**src/rtl/core/hstbl_pkg.sv**
```systemverilog
// Package for the hashed symbol table: sizes, widths and status codes.
// No dependencies; used by every module of the block.
`default_nettype none
package hstbl_pkg;
   localparam int BUCKETS_DEF    = 64;
   localparam int ENTRIES_DEF    = 256;
   localparam int NAME_CHARS_DEF = 16;
   localparam int CHAR_W  = 8;
   localparam int INDEX_W = 8;
   localparam int HASH_W  = 32;
   localparam logic [HASH_W-1:0] HASH_MULT = 32'd31;

   typedef enum logic [1:0] {
      STATUS_OK       = 2'd0,
      STATUS_FULL     = 2'd1,
      STATUS_TOO_LONG = 2'd2
   } status_type;
endpackage
`default_nettype wire

```
**src/rtl/core/hstbl_name_acc.sv**
```systemverilog
// Name accumulator: running hash and name buffer for one symbol name.
// Depends on hstbl_pkg.
`default_nettype none
module hstbl_name_acc #(
   parameter int NAME_CHARS = hstbl_pkg::NAME_CHARS_DEF,
   parameter int LEN_W      = $clog2(NAME_CHARS + 2)
) (
   input  wire logic                          clock,
   input  wire logic                          reset,
   input  wire logic                          take,
   input  wire logic [hstbl_pkg::CHAR_W-1:0]  character,
   input  wire logic                          clear,
   input  wire logic [$clog2(NAME_CHARS+1)-1:0] rd_pos,
   output logic      [hstbl_pkg::CHAR_W-1:0]  rd_char,
   output logic      [hstbl_pkg::HASH_W-1:0]  hash_next,
   output logic      [LEN_W-1:0]              len_next
);
   localparam int BI_W = (NAME_CHARS > 1) ? $clog2(NAME_CHARS) : 1;
   logic [hstbl_pkg::HASH_W-1:0] hash_ff;
   logic [LEN_W-1:0]             len_ff;
   logic [hstbl_pkg::CHAR_W-1:0] buf_ff [NAME_CHARS];
   logic [hstbl_pkg::HASH_W-1:0] prod;

   assign prod      = hash_ff * hstbl_pkg::HASH_MULT;
   assign hash_next = prod + {{(hstbl_pkg::HASH_W-hstbl_pkg::CHAR_W){1'b0}}, character};
   assign len_next  = (len_ff <= LEN_W'(NAME_CHARS)) ? len_ff + 1'b1 : len_ff;
   assign rd_char   = buf_ff[rd_pos[BI_W-1:0]];

   always_ff @(posedge clock) begin
      if (reset || clear) begin
         hash_ff <= '0;
         len_ff  <= '0;
      end else if (take) begin
         hash_ff <= hash_next;
         len_ff  <= len_next;
      end
      if (take && !clear && len_ff < LEN_W'(NAME_CHARS)) begin
         buf_ff[len_ff[BI_W-1:0]] <= character;
      end
   end
endmodule
`default_nettype wire

```
**config.mk**
```make
export PLATFORM = sky130hd
export DESIGN_NAME = hstbl_name_acc
export DESIGN_NICKNAME = d
export VERILOG_FILES = /design/src/rtl/core/hstbl_pkg.sv /design/src/rtl/core/hstbl_name_acc.sv
export SDC_FILE = /design/constraint.sdc
export NUM_CORES = 1
export LEC_CHECK = 0
export ABC_AREA = 1
export ABC_CLOCK_PERIOD_IN_PS = 6570
export BUFFER_PORTS_ARGS = -buffer_cell sky130_fd_sc_hd__clkbuf_2
export CAP_MARGIN = 10
export CORE_AREA = 2 2 149 151
export DETAILED_ROUTE_END_ITERATION = 6
export DIE_AREA = 0 0 151 153
export GPL_TIMING_DRIVEN = 0
export MAX_ROUTING_LAYER = met4
export PLACE_DENSITY = 0.73
export SLEW_MARGIN = 15
export SYNTH_ARGS = -nofsm -noshare
export SYNTH_HDL_FRONTEND = slang
export SYNTH_SLANG_ARGS = --single-unit
```
**constraint.sdc**
```tcl
create_clock -name clock -period 6.57 [get_ports clock]
set_clock_uncertainty 0.2 [all_clocks]
set_input_delay 1.314 -clock clock [delete_from_list [all_inputs] [get_ports clock]]
set_output_delay 1.314 -clock clock [all_outputs]
set_load 0.02 [all_outputs]
```
==> tab_implementation.tex <==
\begin{tabular}{lr}
\hline
Metric & Value \\
\hline
\multicolumn{2}{l}{\textbf{Worst setup path}} \\
Maximum net fanout on the critical path & 17 \\
Crit Reg-Reg Startpoint & hash\_ff[13]\$\_SDFFE\_PP0P\_ \\
Cell seen most often among critical-path stages & inv\_1 \\
Cell with the largest stage delay on the worst path & fa\_1 \\
Worst endpoint required time & between 5000 and 6000 ps \\
Element type at the critical path start & input pin \\
Arrival time of data at the critical path endpoint & about 4900 ps \\
Cell Chain, Critical Path & buf\_2 > inv\_1 > fa\_1 > inv\_1 > ha\_1 > inv\_1 > fa\_1 > inv\_1 > fa\_1 > nand3\_1 > nand3\_1 > nand2\_1 > nand2\_1 > nand3\_1 > nand4\_1 > nand2\_1 > clkbuf\_2 \\
Nature of the critical path endpoint & output pin \\
WS Path Type & input pin to output pin \\
Register-to-register path setup slack & 2570 ps \\
Critical register-to-register path endpoint & hash\_ff[30]\$\_SDFFE\_PP0P\_ \\
Worst r2r path cells & 18 \\
Delay of the slowest cell on the worst path & around 560 ps \\
\multicolumn{2}{l}{\textbf{GRT}} \\
GRT Max-Usage Layer & met2 \\
Largest net degree at the start of global routing & 22 \\
First-pass GRT wire length & approximately 46,000 µm \\
Number of antenna violations at the first check in global routing & 0 \\
Global routing met1 resource utilization & around a third \\
Global-route total usage across every layer & about 27\% \\
Met3 capacity usage during global routing & 3.970\% \\
Met2 Resource Use GR & roughly 46\% \\
Final global-route overflow total & 0 \\
Via count of the first global-routing pass & around 9,000 \\
\multicolumn{2}{l}{\textbf{Synthesis}} \\
Count of cell types in the netlist & 39 \\
Number of instances in the synthesized netlist & 1,315 \\
Share of Yosys cell area claimed by the top area cell type & approximately a third \\
Number of enable-type register cells in the synthesized netlist & approximately 130 \\
Mean cell area of the mapped netlist & 9.002 µm² \\
Most repeated cell in the gate-level netlist after synthesis & inv\_1 \\
Cell type with the largest total area after synthesis & edfxtp\_1 \\
Cell Area, Synth & approximately 0.012 mm² \\
Number of nets in the synthesized netlist & approximately 1,500 \\
Share of async-settable or async-resettable flops after synthesis & 0\% \\
Largest cells by area after synthesis & edfxtp\_1 (32\%), fa\_1 (15\%), inv\_1 (10\%), nand2\_1 (7.1\%), ha\_1 (7.0\%) \\
Sequential share of the synthesized area & between 30\% and 40\% \\
Yosys reg bits & between 150 and 200 \\
Ranking of synthesized cells by instance count & inv\_1 (324), nand2\_1 (223), edfxtp\_1 (128) \\
Most common flop cell mapped by yosys & edfxtp\_1 \\
Yosys synthesis warning count & 0 \\
\multicolumn{2}{l}{\textbf{Cells and area}} \\
Sequential cell area & about 0.0046 mm² \\
Fraction of final layout cells sized beyond drive strength 1 & 11.40\% \\
Layout net count & around 1,600 \\
Antenna diodes & 0 \\
Filler cell count & between 1,500 and 2,000 \\
Share of the core filled with cells in the final layout & about three fifths \\
Area of the multi-input gates & 0.005878 mm² \\
Area Overhead vs Synth & 11.00\% \\
\multicolumn{2}{l}{\textbf{STA}} \\
Hold Vio Cnt, Final & 0 \\
Setup violators final & 0 \\
Minimum clock period & about 6400 ps \\
TNS Setup & 0 ps \\
RSZ-0062 raised after global routing & false \\
Actual transition at the worst max-transition pin & between 1000 and 1500 ps \\
Slew margin rel. & 30.64\% \\
Crit share post-route & between 90\% and 100\% \\
Fmax & around 160 MHz \\
Fin. max-slew vios & 0 \\
\multicolumn{2}{l}{\textbf{Detailed routing}} \\
Initial DRT Pass Iterations & 5 \\
Count of antenna-violating nets left after detailed routing & 0 \\
Number of vias per cell & 5.287 \\
Via total after detailed routing & 8,904 \\
Total detailed-routing wirelength & roughly 29,000 µm \\
Average wire per cell in the routed design & around 17 µm \\
Number of DRC markers in iteration 0 & approximately 530 \\
Remaining DRCs & 0 \\
\multicolumn{2}{l}{\textbf{Status}} \\
Status & finished clean \\
\multicolumn{2}{l}{\textbf{CTS}} \\
Buffer count from post-CTS setup fixing & 0 \\
H-tree Lvls & 4 \\
Number of buffers inserted during clock tree synthesis & 17 \\
Number of clock sinks seen by CTS & about 170 \\
Deepest clock path buffer count & 2 \\
CTS tree & built \\
Number of hold buffers added after CTS & 0 \\
CTS Root Cell & clkbuf\_16 \\
Insertion delay to the later sink of the worst-skew pair & 440 ps \\
Clock-pin slew on the worst setup and hold paths & around 80 ps \\
\multicolumn{2}{l}{\textbf{Placed design}} \\
DPL Wire Length & between 20,000 and 25,000 µm \\
Weighted congestion at the end of routability-driven global placement & between 0.9 and 1 \\
Count of buffers from port buffering & 56 \\
\multicolumn{2}{l}{\textbf{Power}} \\
PwrDens & approximately 340 mW/mm² \\
Worst VDD drop & between 0.2 and 0.25 mV \\
Leakage component of the power & 6.352 nW \\
\multicolumn{2}{l}{\textbf{Floorplan}} \\
Die Span X & around 150 µm \\
Initial core utilization & 55.10\% \\
Area of the die & between 0.02 and 0.025 mm² \\
Row cnt & 54 \\
Die boundary height & 153 µm \\
Number of primary I/O pins & 62 \\
Core ar. & about 0.021 mm² \\
\multicolumn{2}{l}{\textbf{Worst hold path}} \\
HP Start & hash\_ff[31]\$\_SDFFE\_PP0P\_ \\
Hold WC Path Type & flip-flop to flip-flop \\
Depth of the worst hold-timing path & 2 \\
End point of the most critical hold path & hash\_ff[31]\$\_SDFFE\_PP0P\_ \\
\multicolumn{2}{l}{\textbf{Run}} \\
Number of maximum-capacitance constraint violations & 0 \\
\hline
\end{tabular}
critical path, delay by kind of cell:
kind,cells,cell delay [ps]
buf+inv,6,790
simple gates,7,940
fa+ha+maj,4,1800
per-layer routing:
metal	vias up	share of wire, %
met3	60	5.7
met2	308	50
met4	0	3.4
li1	4318	-
met1	4218	41
met5	-	0
power by group:
group / internal, mW / switching (mW) / total, mW
logic: 0.728 / 1.56 / 2.29
clock network: 0.530 / 0.522 / 1.05
registers: 1.15 / 0.0305 / 1.18
cell usage in the layout, fill, tap and decap left out, types with 8 or more instances in the layout:
master	netlist	routed
nand4_1	11	11
a21oi_1	79	79
clkbuf_1	17	17
clkbuf_2	0	54
o21ai_0	63	63
nand3_1	52	52
o21ai_1	8	8
edfxtp_1	128	128
o211ai_1	32	32
nor2_2	8	8
buf_2	11	12
xor2_1	11	10
inv_1	324	324
mux2i_1	32	32
dfxtp_1	37	37
nand2_2	17	17
ha_1	66	66
nor2_1	53	53
clkbuf_16	0	17
nand2_1	223	223
fa_1	86	86
through the flow:
step | cell area (µm²) | power [mW] | cells | hold WS [ps] | setup slack, ps
5_1_grt | 13140 | 4.818 | 1684 | 424.9 | 1.895
3_3_place_gp | 12470 | 3.425 | 1651 | 349.4 | 194.0
6_report | 13140 | 4.523 | 1684 | 381.6 | 178.7
2_1_floorplan | 11840 | 2.816 | 1315 | 325.1 | 948.8
3_5_place_dp | 12490 | 3.463 | 1652 | 359.6 | 135.8
4_1_cts | 13130 | 4.517 | 1684 | 380.0 | 123.0
kinds of logic after synthesis:
kind of cell / Yosys count / share of synthesized area (%)
buffers and inverters: 365 / 11.81
adders and majority gates: 152 / 21.52
and+or+nand+nor: 390 / 14.70
xor gates and xnor gates: 19 / 1.469
DFF: 165 / 38.73
muxes: 32 / 2.706
AOI/OAI and AO/OA: 192 / 9.069
final cells by class:
class	instances	share of cell area [%]
clock inverter	15	1.628
sequential	165	34.89
timing repair buffer	57	2.209
clock buffer	17	3.237
inverter	332	9.503
multi-input combinational	785	44.73
tap	280	2.666
buffer	33	1.133
flip-flops by register name, indices dropped and copies added (netlist names):
| register | flops |
|---|---|
| buf_ff | 128 |
| hash_ff | 32 |
| len_ff | 5 |
worst max-delay path by stage:
stage	from	slack, ps	endpoint
floorplan	character[5]	950	hash_next[11]
global placement	character[2]	190	hash_next[10]
finish	character[3]	180	hash_next[26]
CTS	character[2]	120	hash_next[26]
global route	character[3]	2	hash_next[24]
detailed placement	character[2]	140	hash_next[26]
timing repair:
action / CTS / global route
gates resized for setup: 0 / 4
setup endpoints to repair: 0 / 9
hold endpoints to repair: 0 / 0
Note: power is estimated with default switching activity, not from simulation.
